==> config.mk <==
export PLATFORM = sky130hd
export DESIGN_NAME = plap_ctrl
export DESIGN_NICKNAME = d
export VERILOG_FILES = /design/src/rtl/core/plap_pkg.sv /design/src/rtl/core/plap_ctrl.sv
export SDC_FILE = /design/constraint.sdc
export NUM_CORES = 1
export LEC_CHECK = 0
export ABC_AREA = 1
export BUFFER_PORTS_ARGS = -buffer_cell sky130_fd_sc_hd__buf_2
export CORE_MARGIN = 1.5
export CORE_UTILIZATION = 56
export DETAILED_ROUTE_END_ITERATION = 10
export MAX_ROUTING_LAYER = met4
export PLACE_DENSITY_LB_ADDON = 0.12
export SLEW_MARGIN = 30
export SYNTH_ARGS = -nofsm -noshare
export SYNTH_HDL_FRONTEND = slang
export SYNTH_SLANG_ARGS = --single-unit
==> constraint.sdc <==
create_clock -name clk -period 1.6 [get_ports clk]
set_clock_uncertainty 0.2 [all_clocks]
set_input_delay 0.24 -clock clk [delete_from_list [all_inputs] [get_ports clk]]
set_output_delay 0.24 -clock clk [all_outputs]
set_load 0.02 [all_outputs]
==> src/rtl/core/plap_pkg.sv <==
`default_nettype none
package plap_pkg;

  localparam int MAX_VERTICES_DEF = 256;
  localparam int SQRT_STEPS = 33;
  localparam int DIV_STEPS = 32;
  localparam int STEP_W = 6;
  localparam logic [31:0] MIN_SEG_RESET = 32'd1;
  localparam logic REG_MIN_SEG_LEN = 1'b0;

  typedef enum logic [1:0] {
    ST_OK    = 2'd0,
    ST_SHORT = 2'd1,
    ST_FULL  = 2'd2,
    ST_FEW   = 2'd3
  } status_t;

  typedef enum logic [4:0] {
    OP_NONE,
    OP_LATCH,
    OP_DECODE,
    OP_ABSDIFF,
    OP_SQUARE,
    OP_SUM,
    OP_SQRT_STEP,
    OP_STORE,
    OP_CLAMP,
    OP_RD_MID,
    OP_SEARCH,
    OP_INDEX,
    OP_RD_I0,
    OP_RD_I1,
    OP_SETUP,
    OP_DIV_INIT,
    OP_DIV_STEP,
    OP_MUL,
    OP_FINISH,
    OP_PUBLISH
  } dp_op_t;

  typedef enum logic [4:0] {
    S_IDLE,
    S_DECODE,
    S_DIFF,
    S_SQUARE,
    S_SUM,
    S_SQRT,
    S_CHECK,
    S_TOTAL,
    S_SRCH_CHK,
    S_SRCH_CMP,
    S_INDEX,
    S_RD0,
    S_RD1,
    S_SETUP,
    S_DIV_CHK,
    S_DIV,
    S_MUL,
    S_FINISH,
    S_DONE
  } ctrl_state_t;

  typedef struct packed {
    dp_op_t op;
  } dp_cmd_t;

  typedef struct packed {
    logic is_query;
    logic full;
    logic empty;
    logic few;
    logic search_go;
    logic div_trivial;
    logic out_busy;
  } dp_stat_t;

endpackage
`default_nettype wire

==> src/rtl/core/plap_ctrl.sv <==
`default_nettype none
module plap_ctrl import plap_pkg::*; (
  input  wire logic     clk,
  input  wire logic     rst,
  input  wire logic     in_valid,
  output logic          in_ready,
  input  wire dp_stat_t stat,
  output dp_cmd_t       cmd
);

  ctrl_state_t state, state_next;
  logic [STEP_W-1:0] step, step_next;

  always_ff @(posedge clk) begin
    if (rst) begin
      state <= S_IDLE;
      step  <= '0;
    end else begin
      state <= state_next;
      step  <= step_next;
    end
  end

  always_comb begin
    state_next = state;
    step_next  = step;
    cmd.op     = OP_NONE;
    in_ready   = 1'b0;
    unique case (state)
      S_IDLE: begin
        in_ready = 1'b1;
        if (in_valid) begin
          cmd.op     = OP_LATCH;
          state_next = S_DECODE;
        end
      end
      S_DECODE: begin
        cmd.op = OP_DECODE;
        if (stat.is_query) begin
          state_next = stat.few ? S_DONE : S_TOTAL;
        end else begin
          state_next = (stat.full || stat.empty) ? S_DONE : S_DIFF;
        end
      end
      S_DIFF: begin
        cmd.op     = OP_ABSDIFF;
        state_next = S_SQUARE;
      end
      S_SQUARE: begin
        cmd.op     = OP_SQUARE;
        state_next = S_SUM;
      end
      S_SUM: begin
        cmd.op     = OP_SUM;
        step_next  = STEP_W'(SQRT_STEPS - 1);
        state_next = S_SQRT;
      end
      S_SQRT: begin
        cmd.op    = OP_SQRT_STEP;
        step_next = step - 1'b1;
        if (step == '0) state_next = S_CHECK;
      end
      S_CHECK: begin
        cmd.op     = OP_STORE;
        state_next = S_DONE;
      end
      S_TOTAL: begin
        cmd.op     = OP_CLAMP;
        state_next = S_SRCH_CHK;
      end
      S_SRCH_CHK: begin
        if (stat.search_go) begin
          cmd.op     = OP_RD_MID;
          state_next = S_SRCH_CMP;
        end else begin
          cmd.op     = OP_INDEX;
          state_next = S_RD0;
        end
      end
      S_SRCH_CMP: begin
        cmd.op     = OP_SEARCH;
        state_next = S_SRCH_CHK;
      end
      S_INDEX: begin
        cmd.op     = OP_INDEX;
        state_next = S_RD0;
      end
      S_RD0: begin
        cmd.op     = OP_RD_I0;
        state_next = S_RD1;
      end
      S_RD1: begin
        cmd.op     = OP_RD_I1;
        state_next = S_SETUP;
      end
      S_SETUP: begin
        cmd.op     = OP_SETUP;
        state_next = S_DIV_CHK;
      end
      S_DIV_CHK: begin
        cmd.op     = OP_DIV_INIT;
        step_next  = STEP_W'(DIV_STEPS - 1);
        state_next = stat.div_trivial ? S_MUL : S_DIV;
      end
      S_DIV: begin
        cmd.op    = OP_DIV_STEP;
        step_next = step - 1'b1;
        if (step == '0) state_next = S_MUL;
      end
      S_MUL: begin
        cmd.op     = OP_MUL;
        state_next = S_FINISH;
      end
      S_FINISH: begin
        cmd.op     = OP_FINISH;
        state_next = S_DONE;
      end
      S_DONE: begin
        if (!stat.out_busy) begin
          cmd.op     = OP_PUBLISH;
          state_next = S_IDLE;
        end
      end
      default: state_next = S_IDLE;
    endcase
  end

endmodule
`default_nettype wire

==> reports/results.tsv, run 1 <==
metric	value	unit
outcome	complete, but fails checks	
failed_checks	negative setup slack	
path_cells	nor2_4 > inv_2 > o21ai_2 > a21oi_2 > o211ai_1 > buf_4	
cts_tree	yes	
clkPwrFrac	0.071	
endpoint_kind	output port	
wire_per_inst	15.2	um
grt.total_usage	0.366	
synth-seq-area-share	0.209	
ctsHoldBuffers	0	
clock_latency	280	ps
nNetsFinal	227	
htree_levels	1	
cts.sinks	11	
synthXorXnorAreaFrac	0.0249	
drtIter0Drc	155	
synthAdderAreaFrac	0.0237	
grt_pass1_wl	5300	um
fp.dieW	46.4	um
worstSetupPathType	reg -> out	
die_height	46.4	um
dp_hpwl	2420	um
post-route-util	0.862	
fmax	521	MHz
p_int	1.44	mW
post-route-period-util	1.20	
start_util	0.604	
num_antenna_cells	0	
power_frac_seq	0.168	
yosys_warnings	0	
final_common_cell	nand2_1	
maxCapViolCount	0	
holdCritPathClass	in -> reg	
clockBufferDepth	2	
core_region_area	1750	um2
place_congestion	1.02	
setup_ws	-319	ps
critPathRequiredTime	1160	ps
netlist_area	1050	um2
power.switching	1.59	mW
layout_common_cells	nand2_1 (33), nand3_1 (24), buf_4 (22), nor2_1 (21), inv_1 (12)	
layout-drive-gt1-share	0.439	
synth_mux_area_frac	0	
via_per_inst	5.85	
grt_pass1_vias	1138	
p_per_area	2010	nW/um2
synth_compound_area_frac	0.0854	
slowest_delay	370	ps
clockRootBuffer	clkbuf_4	
start_kind	register	
vdd_ir_drop_max	0.00183	V
placed_cell_area	1320	um2
swShare	0.524	
synth_seq_cells	11	
slew_headroom	0.829	
die_area	2150	um2
syn2layout_area_growth	42.7	%
synth-simple-area-share	0.558	
nFillCells	110	
boundaryPins	16	
wl	3640	um
syn_avg_cell_area	6.10	um2
fin_area	1510	um2
crit_slowest_cell	dfxtp_4	
crit_fanout	6	
gr-total-overflow	0	
rows	15	
drc	0	
grt_max_degree	10	
final_hold_viol_count	0	
numCtsBuffers	3	
drv_slew	0	
p_leak	0.789	nW
power_frac_comb	0.761	
via_count	1399	
min_period	1920	ps
max_slew.worst_pin.slew	255	ps
ant_nets	0	
clk_pin_slew	90	ps
setup_viol	9	
port_buffers	15	
cp.arrival	1480	ps
synthesis.nets	185	
grt_antenna_before_repair	0	
synthCells	173	
synth_top_family_by_area	simple AND/OR/NAND/NOR gates	
firstDrtPassIters	7	
yosysUniqueCellTypes	23	
rsz0062_at_grt	yes	
==> state kept, by name, indices dropped and copies added (netlist names) <==
name,count
state,5
step,6
==> layer usage <==
layer  part of all wire  GRT usage
met1               0.38      0.481
met2               0.45      0.533
met4              0.051      0.177
met5                  0          -
met3               0.12     0.0667
==> layout make-up <==
cell class | count | area (um2) | share of cell area
multi-input combinational | 136 | 811 | 0.539
timing repair buffer | 38 | 302 | 0.200
sequential | 11 | 236 | 0.157
inverter | 25 | 98.8 | 0.0657
tap | 25 | 31.3 | 0.0208
clock buffer | 4 | 26.3 | 0.0175
==> critical path: cells and delay by family (launching register included) <==
kind / cells / cell delay [ps]
flops: 1 / 370
buf+inv: 2 / 280
simple gates: 1 / 220
compound gates: 3 / 300
==> synth_stat cells <==
| master | instances | share of area |
|---|---|---|
| a21boi_1 | 1 | 0.0071 |
| a21oi_1 | 11 | 0.052 |
| buf_6 | 1 | 0.011 |
| dfxtp_1 | 11 | 0.21 |
| ha_1 | 2 | 0.024 |
| inv_1 | 17 | 0.060 |
| inv_2 | 8 | 0.028 |
| nand2_1 | 36 | 0.13 |
| nand2_2 | 5 | 0.030 |
| nand2_4 | 2 | 0.021 |
| nand3_1 | 29 | 0.14 |
| nand3_2 | 1 | 0.0095 |
| nand3_4 | 1 | 0.017 |
| nand4_1 | 5 | 0.030 |
| nand4_2 | 1 | 0.012 |
| nor2_1 | 26 | 0.093 |
| nor2_2 | 5 | 0.030 |
| nor2_4 | 3 | 0.032 |
| nor2_8 | 1 | 0.019 |
| o211a_1 | 1 | 0.0095 |
| o211ai_1 | 1 | 0.0071 |
| o21ai_0 | 2 | 0.0095 |
| xor2_1 | 3 | 0.025 |
==> cells by family (layout without fill, tap and decap cells) <==
group / after synthesis / count (layout)
xor gates and xnor gates: 3 / 3
AOI/OAI and AO/OA: 16 / 16
adders and majority gates: 2 / 2
buffers and inverters: 26 / 67
and+or+nand+nor: 115 / 115
DFF: 11 / 11
==> stage by stage <==
stage	std cells	setup WS [ps]	setup TNS (ps)	hold slack, ps	total power [mW]
6_report	239	-319	-1710	16.9	3.03
5_1_grt	239	-397	-2200	22.5	3.19
4_1_cts	237	-236	-1100	13.0	2.79
3_5_place_dp	230	-128	-199	285	2.28
3_3_place_gp	230	-37.7	-112	274	2.24
2_1_floorplan	173	1.28	0	109	1.68
==> final timing paths <==
path | start | end | slack [ps] | cells past startpoint
hold reg to reg | step[0]$_SDFFE_PP0P_ | step[0]$_SDFFE_PP0P_ | 310 | 2
setup reg to reg | state[2]$_SDFFE_PP0P_ | state[1]$_SDFFE_PP0P_ | -90 | 9
hold / removal | rst | step[3]$_SDFFE_PP0P_ | 20 | 2
setup / recovery | state[2]$_SDFFE_PP0P_ | cmd[0] | -320 | 6
==> what timing repair did <==
action | in CTS | in global routing
resized for setup | 30 | 14
pin swaps | 6 | 6
setup buffers | 3 | 2
endpoints found under the setup margin | 8 | 13
hold endpoints to repair | 0 | 0
==> power by group through the flow <==
stage | registers [mW] | logic (mW) | clock network, mW
finish | 0.508 | 2.30 | 0.215
global route | 0.520 | 2.44 | 0.226
CTS | 0.497 | 2.08 | 0.214
detailed placement | 0.465 | 1.81 | 0
global placement | 0.461 | 1.78 | 0
floorplan | 0.470 | 1.21 | 0
No activity file was read; power rests on OpenSTA's default activity.
==> run 2: changes to the inputs <==
--- a/config.mk
+++ b/config.mk
@@ -7,11 +7,13 @@
 export LEC_CHECK = 0
 export ABC_AREA = 1
 export BUFFER_PORTS_ARGS = -buffer_cell sky130_fd_sc_hd__buf_2
+export CELL_PAD_IN_SITES_DETAIL_PLACEMENT = 1
+export CELL_PAD_IN_SITES_GLOBAL_PLACEMENT = 1
 export CORE_MARGIN = 1.5
-export CORE_UTILIZATION = 56
+export CORE_UTILIZATION = 38
 export DETAILED_ROUTE_END_ITERATION = 10
 export MAX_ROUTING_LAYER = met4
-export PLACE_DENSITY_LB_ADDON = 0.12
+export PLACE_DENSITY_LB_ADDON = 0.25
 export SLEW_MARGIN = 30
 export SYNTH_ARGS = -nofsm -noshare
 export SYNTH_HDL_FRONTEND = slang
==> reports/results.tsv, run 2 <==
metric	value	unit	change
place_congestion	0.976		was 1.02
htree_levels	1		unchanged
synth_commonest_cells	nand2_1 (36), nand3_1 (29), nor2_1 (26)		unchanged
synthesis.nets	185		unchanged
synth_seq_cells	11		unchanged
ys.flop_type	dfxtp_1		unchanged
rows	18		was 15
clockBufferDepth	2		unchanged
worst_endpoint_kind	output port		
fp.dieW	55.7	um	was 46.4 um
synth_area_leader_cell	dfxtp_1		unchanged
boundaryPins	16		unchanged
ctsHoldBuffers	0		unchanged
start_util	0.414		was 0.604
synth-seq-area-share	0.209		unchanged
error	[ERROR DPL-0033] detailed placement checks failed during check placement.		
dp_hpwl	3050	um	was 2420 um
post-place-ws	-140	ps	was -128 ps
grt_antenna_before_repair	0		
die_height	55.7	um	was 46.4 um
netlist_area	1050	um2	unchanged
clockRootBuffer	clkbuf_4		unchanged
synthCells	173		unchanged
port_buffers	15		unchanged
lastStage	global routing (5_1_grt)		
yosys_warnings	0		unchanged
syn_avg_cell_area	6.10	um2	unchanged
outcome	aborted with a tool error		was complete, but fails checks
synth_top_area_share	0.209		unchanged
synth_most_common_cell	nand2_1		unchanged
synthTopCellsByArea	dfxtp_1 (21%), nand3_1 (14%), nand2_1 (13%), nor2_1 (9.3%), inv_1 (6.0%)		unchanged
numCtsBuffers	3		unchanged
cts.sinks	11		unchanged
grt_max_degree	8		
async_reset_ff_frac	0		unchanged
grt-worst-endpoint	cmd[1]		
yosysUniqueCellTypes	23		unchanged
synth_edf_count	0		unchanged
run 2: kinds of logic after synthesis:
| family | count (synthesis) | share of synthesized area |
|---|---|---|
| AO/OA/AOI/OAI | 16 | 0.0854 |
| XOR/XNOR | 3 | 0.0249 |
| AND/OR/NAND/NOR | 115 | 0.558 |
| buffers and inverters | 26 | 0.0996 |
| flip-flops | 11 | 0.209 |
| adder cells (fa/ha/maj) | 2 | 0.0237 |
run 2: repair_timing:
| action | in CTS |
|---|---|
| setup buffers | 8 |
| gates resized for setup | 46 |
| pin swaps | 12 |
| setup endpoints to repair | 11 |
run 2: stage by stage:
stage / area [um2] / setup TNS, ps / instances
after floorplan: 1070 / 0 / 173
after global placement: 1340 / -154 / 236
after detailed placement: 1340 / -362 / 236
after CTS: 1570 / -2200 / 248
==> run 3: changes to the inputs <==
==> config.mk (replaced) <==
export PLATFORM = sky130hd
export DESIGN_NAME = plap_ctrl
export DESIGN_NICKNAME = d
export VERILOG_FILES = /design/src/rtl/core/plap_pkg.sv /design/src/rtl/core/plap_ctrl.sv
export SDC_FILE = /design/constraint.sdc
export NUM_CORES = 1
export LEC_CHECK = 0
export ABC_AREA = 1
export BUFFER_PORTS_ARGS = -buffer_cell sky130_fd_sc_hd__buf_2
export CORE_AREA = 2 2 63 65
export DETAILED_ROUTE_END_ITERATION = 10
export DIE_AREA = 0 0 65 67
export PLACE_DENSITY_LB_ADDON = 0.15
export SLEW_MARGIN = 30
export SYNTH_ARGS = -nofsm -noshare
export SYNTH_HDL_FRONTEND = slang
export SYNTH_SLANG_ARGS = --single-unit
==> reports/results.tsv, run 3 (synthesis gave the netlist of run 1 again) <==
metric	value	unit	change
outcome	complete, but fails checks		was aborted with a tool error
failed_checks	negative setup slack		
fmax	553	MHz	
slowest_delay	370	ps	
post-route-util	0.472		
timing.hold.ws	61.4	ps	
cp_num_buf_inv	3		
nNetsFinal	239		
top_regs	step (6), state (5)		
crit_fanout	4		
fin_tns_setup	-1160	ps	
port_buffers	15		unchanged
via_count	1280		
whs_path_depth	2		
min_period	1810	ps	
clockRootBuffer	clkbuf_8		was clkbuf_4
rsz0062_at_grt	yes		
grt.total_usage	0.168		
regMostFlops	step		
power.total	3.20	mW	
grt_pass1_vias	1224		
start_kind	register		
boundaryPins	16		unchanged
place_congestion	0.905		was 0.976
ctsHoldBuffers	0		unchanged
wire_per_inst	12.4	um	
grt_antenna_before_repair	0		
final_common_cell	nand2_1		
endpoint_kind	output port		
clock_latency	240	ps	
critPathRequiredTime	1160	ps	
holdCritPathClass	in -> reg		
fp.dieW	65	um	was 55.7 um
syn2layout_area_growth	61.4	%	
largest_reg_flops	6		
rows	22		was 18
rrSetupSlack	-70	ps	
core_region_area	3610	um2	
clockBufferDepth	2		unchanged
r2r_cells	10		
nFillCells	363		
dp_hpwl	2620	um	was 3050 um
firstDrtPassIters	4		
drv_slew	0		
gr-total-overflow	0		
maxCapViolCount	0		
drc	0		
cts_tree	yes		
drtIter0Drc	101		
numCtsBuffers	3		unchanged
r2r-end	step[5]$_SDFFE_PP0P_		
ant_nets	0		
fin_area	1700	um2	
p_leak	0.889	nW	
hold_end	step[2]$_SDFFE_PP0P_		
slew_headroom	0.755		
die_area	4360	um2	
reg2reg_from	state[2]$_SDFFE_PP0P_		
crit_slowest_cell	dfxtp_4		
post-route-period-util	1.13		
worstSetupPathType	reg -> out		
cts.sinks	11		unchanged
post-place-ws	-55.4	ps	was -140 ps
setup_ws	-208	ps	
layout-drive-gt1-share	0.500		
vdd_ir_drop_max	0.000722	V	
path_cells	buf_6 > nand2_4 > inv_4 > nand3_2 > o211a_1 > nand4_1 > buf_4		
die_height	67	um	was 55.7 um
htree_levels	1		unchanged
placed_cell_area	1380	um2	was 1340 um2
layout_common_cells	nand2_1 (30), buf_4 (29), nand3_1 (22), nor2_1 (20), inv_1 (13)		
wl	3400	um	
grt_max_degree	10		
setup_viol	13		
max_slew.worst_pin.slew	367	ps	
start_util	0.293		was 0.414
cp.arrival	1370	ps	
cp_top_family	flip-flops		
dp.cells	260		was 236
grt_pass1_wl	5540	um	
p_per_area	1880	nW/um2	
hold_path_startpoint	rst		
clk_pin_slew	60	ps	
final_hold_viol_count	0		
num_antenna_cells	0		
via_per_inst	4.67		
fin_cells	274		
==> run 3: how the worst max path moves through the flow <==
| stage | startpoint | end | slack [ps] | cells past startpoint |
|---|---|---|---|---|
| after floorplan | state[4]$_SDFFE_PP0P_ | cmd[0] | 1 | 7 |
| after global placement | state[2]$_SDFFE_PP0P_ | cmd[3] | -30 | 8 |
| after detailed placement | state[2]$_SDFFE_PP0P_ | cmd[2] | -60 | 7 |
| after CTS | state[0]$_SDFFE_PP0P_ | cmd[0] | -190 | 8 |
| after global routing | state[0]$_SDFFE_PP0P_ | cmd[0] | -270 | 8 |
| final | state[2]$_SDFFE_PP0P_ | cmd[2] | -210 | 7 |
==> run 3: cell type report <==
type                            count  area [um2]  area share
Tap cell                           48        60.1      0.0353
Clock inverter                      1        5.00     0.00294
Clock buffer                        3        41.3      0.0242
Multi-Input combinational cell    136         850       0.499
Timing Repair Buffer               50         402       0.236
Sequential cell                    11         236       0.139
Inverter                           25         109      0.0639
==> run 3: power breakdown <==
part	internal, mW	switching [mW]
clock network	0.171	0.114
registers	0.383	0.137
logic	1.09	1.31
total	1.64	1.56
==> run 3: metal layers <==
metal	GRT usage	part of all wire	vias up
li1	-	-	666
met1	0.197	0.43	577
met2	0.303	0.50	23
met3	0.0203	0.026	14
met4	0.0798	0.041	0
met5	0	0	-
==> run 3: what timing repair did <==
action                                  4_1_cts  5_1_grt
hold endpoints to repair                      0        0
endpoints found under the setup margin        7       13
pin swaps                                     6        8
resized for setup                            33       30
buffers inserted                              4        6
==> run 4: changes to the inputs <==
--- a/config.mk
+++ b/config.mk
@@ -11,6 +11,7 @@
 export DETAILED_ROUTE_END_ITERATION = 10
 export DIE_AREA = 0 0 65 67
 export PLACE_DENSITY_LB_ADDON = 0.15
+export SETUP_SLACK_MARGIN = 0.3
 export SLEW_MARGIN = 30
 export SYNTH_ARGS = -nofsm -noshare
 export SYNTH_HDL_FRONTEND = slang
==> reports/results.tsv, run 4 (synthesis gave the netlist of run 1 again) <==
metric	value	unit	change
final_hold_viol_count	0		unchanged
post-route-period-util	1.14		was 1.13
clk_pin_slew	50	ps	was 60 ps
dp.cells	247		was 260
grt_pass1_wl	5370	um	was 5540 um
die_height	67	um	unchanged
final_common_cell	nand2_1		unchanged
grt.total_usage	0.164		was 0.168
boundaryPins	16		unchanged
numCtsBuffers	3		unchanged
swShare	0.500		was 0.487
outcome	complete, but fails checks		unchanged
fin_area	1640	um2	was 1700 um2
top_regs	step (6), state (5)		unchanged
dp_hpwl	2540	um	was 2620 um
nNetsFinal	225		was 239
p_int	1.52	mW	was 1.64 mW
setup_viol	9		was 13
htree_levels	1		unchanged
wire_per_inst	12.5	um	was 12.4 um
largest_reg_flops	6		unchanged
vdd_ir_drop_max	0.000515	V	was 0.000722 V
power.switching	1.52	mW	was 1.56 mW
failed_checks	negative setup slack		unchanged
start_kind	register		unchanged
place_congestion	0.888		was 0.905
die_area	4360	um2	unchanged
worstSetupPathType	reg -> out		unchanged
num_antenna_cells	0		unchanged
port_buffers	15		unchanged
p_leak	0.828	nW	was 0.889 nW
rsz0062_at_grt	yes		unchanged
cp.arrival	1380	ps	was 1370 ps
layout-drive-gt1-share	0.500		unchanged
rows	22		unchanged
setup_ws	-219	ps	was -208 ps
holdCritPathClass	in -> reg		unchanged
cts_tree	yes		unchanged
fmax	550	MHz	was 553 MHz
firstDrtPassIters	4		unchanged
power.total	3.05	mW	was 3.20 mW
via_count	1259		was 1,280
clockBufferDepth	2		unchanged
grt_antenna_before_repair	0		unchanged
cts.sinks	11		unchanged
maxCapViolCount	0		unchanged
power_frac_comb	0.731		was 0.748
power_frac_seq	0.175		was 0.163
clkPwrFrac	0.094		was 0.089
start_util	0.293		unchanged
wl	3250	um	was 3400 um
p_per_area	1860	nW/um2	was 1880 nW/um2
crit_fanout	6		was 4
post-route-util	0.455		was 0.472
drc	0		unchanged
max_slew.worst_pin.slew	228	ps	was 367 ps
syn2layout_area_growth	55.5	%	was 61.4%
placed_cell_area	1390	um2	was 1380 um2
ant_nets	0		unchanged
grt_pass1_vias	1202		was 1,224
clock_latency	240	ps	about the same
layout_common_cells	nand2_1 (31), nor2_1 (22), buf_4 (21), nand3_2 (15), nand3_1 (15)		was nand2_1 (30), buf_4 (29), nand3_1 (22), nor2_1 (20), inv_1 (13)
drtIter0Drc	73		was 101
timing.hold.ws	81.0	ps	was 61.4 ps
drv_slew	0		unchanged
endpoint_kind	output port		unchanged
core_region_area	3610	um2	unchanged
fin_cells	260		was 274
grt_max_degree	8		was 10
clockRootBuffer	clkbuf_8		unchanged
critPathRequiredTime	1160	ps	about the same
via_per_inst	4.84		was 4.67
ctsHoldBuffers	0		unchanged
slew_headroom	0.848		was 0.755
min_period	1820	ps	was 1810 ps
gr-total-overflow	0		unchanged
fp.dieW	65	um	unchanged
regMostFlops	step		unchanged
run 4: cell type report:
class	count	area, um2
sequential	11	239
multi-input combinational	136	893
clock buffer	4	45.0
fill	386	1970
tap	48	60.1
inverter	25	106
timing repair buffer	36	297
run 4: power by group through the flow:
stage	registers (mW)	clock network, mW	logic, mW
5_1_grt	0.547	0.310	2.44
3_5_place_dp	0.532	0	1.84
4_1_cts	0.532	0.294	2.08
6_report	0.533	0.287	2.23
3_3_place_gp	0.527	0	1.84
2_1_floorplan	0.522	0	1.29
run 4: final timing paths:
path                         start                    end  slack (ps)  depth (start not counted)
max          state[0]$_SDFFE_PP0P_                 cmd[1]        -220                          7
min                            rst   step[2]$_SDFFE_PP0P_          80                          2
max reg2reg  state[2]$_SDFFE_PP0P_  state[0]$_SDFFE_PP0P_         -50                          9
min reg2reg   step[0]$_SDFFE_PP0P_   step[0]$_SDFFE_PP0P_         280                          2
run 4: what timing repair did:
item | 4_1_cts | 5_1_grt
gates resized for setup | 26 | 12
setup endpoints to repair | 17 | 17
setup buffers | 7 | 2
hold endpoints to repair | 0 | 0
pin swaps | 10 | 8
run 4: per-layer routing:
layer | wire length [um] | global-route usage | up-vias
met3 | 115 | 0.0203 | 8
li1 | - | - | 643
met2 | 1720 | 0.313 | 31
met1 | 1320 | 0.175 | 577
met4 | 94 | 0.0851 | 0
met5 | 0 | 0 | -
run 4: worst max-delay path, stage by stage, from the launching register on:
cell and delay, ps:
dfxtp_4 400, inv_4 60, nor2_2 170, nand3_1 150
nand2_1 110, inv_2 40, nand4_1 60, buf_4 140
run 4: per-stage QoR:
step / setup WS (ps) / TNS, ps
after detailed placement: 2.08 / 0
after floorplan: 35.6 / 0
after global placement: 3.57 / 0
after global routing: -288 / -1790
after CTS: -183 / -852
final: -219 / -1020
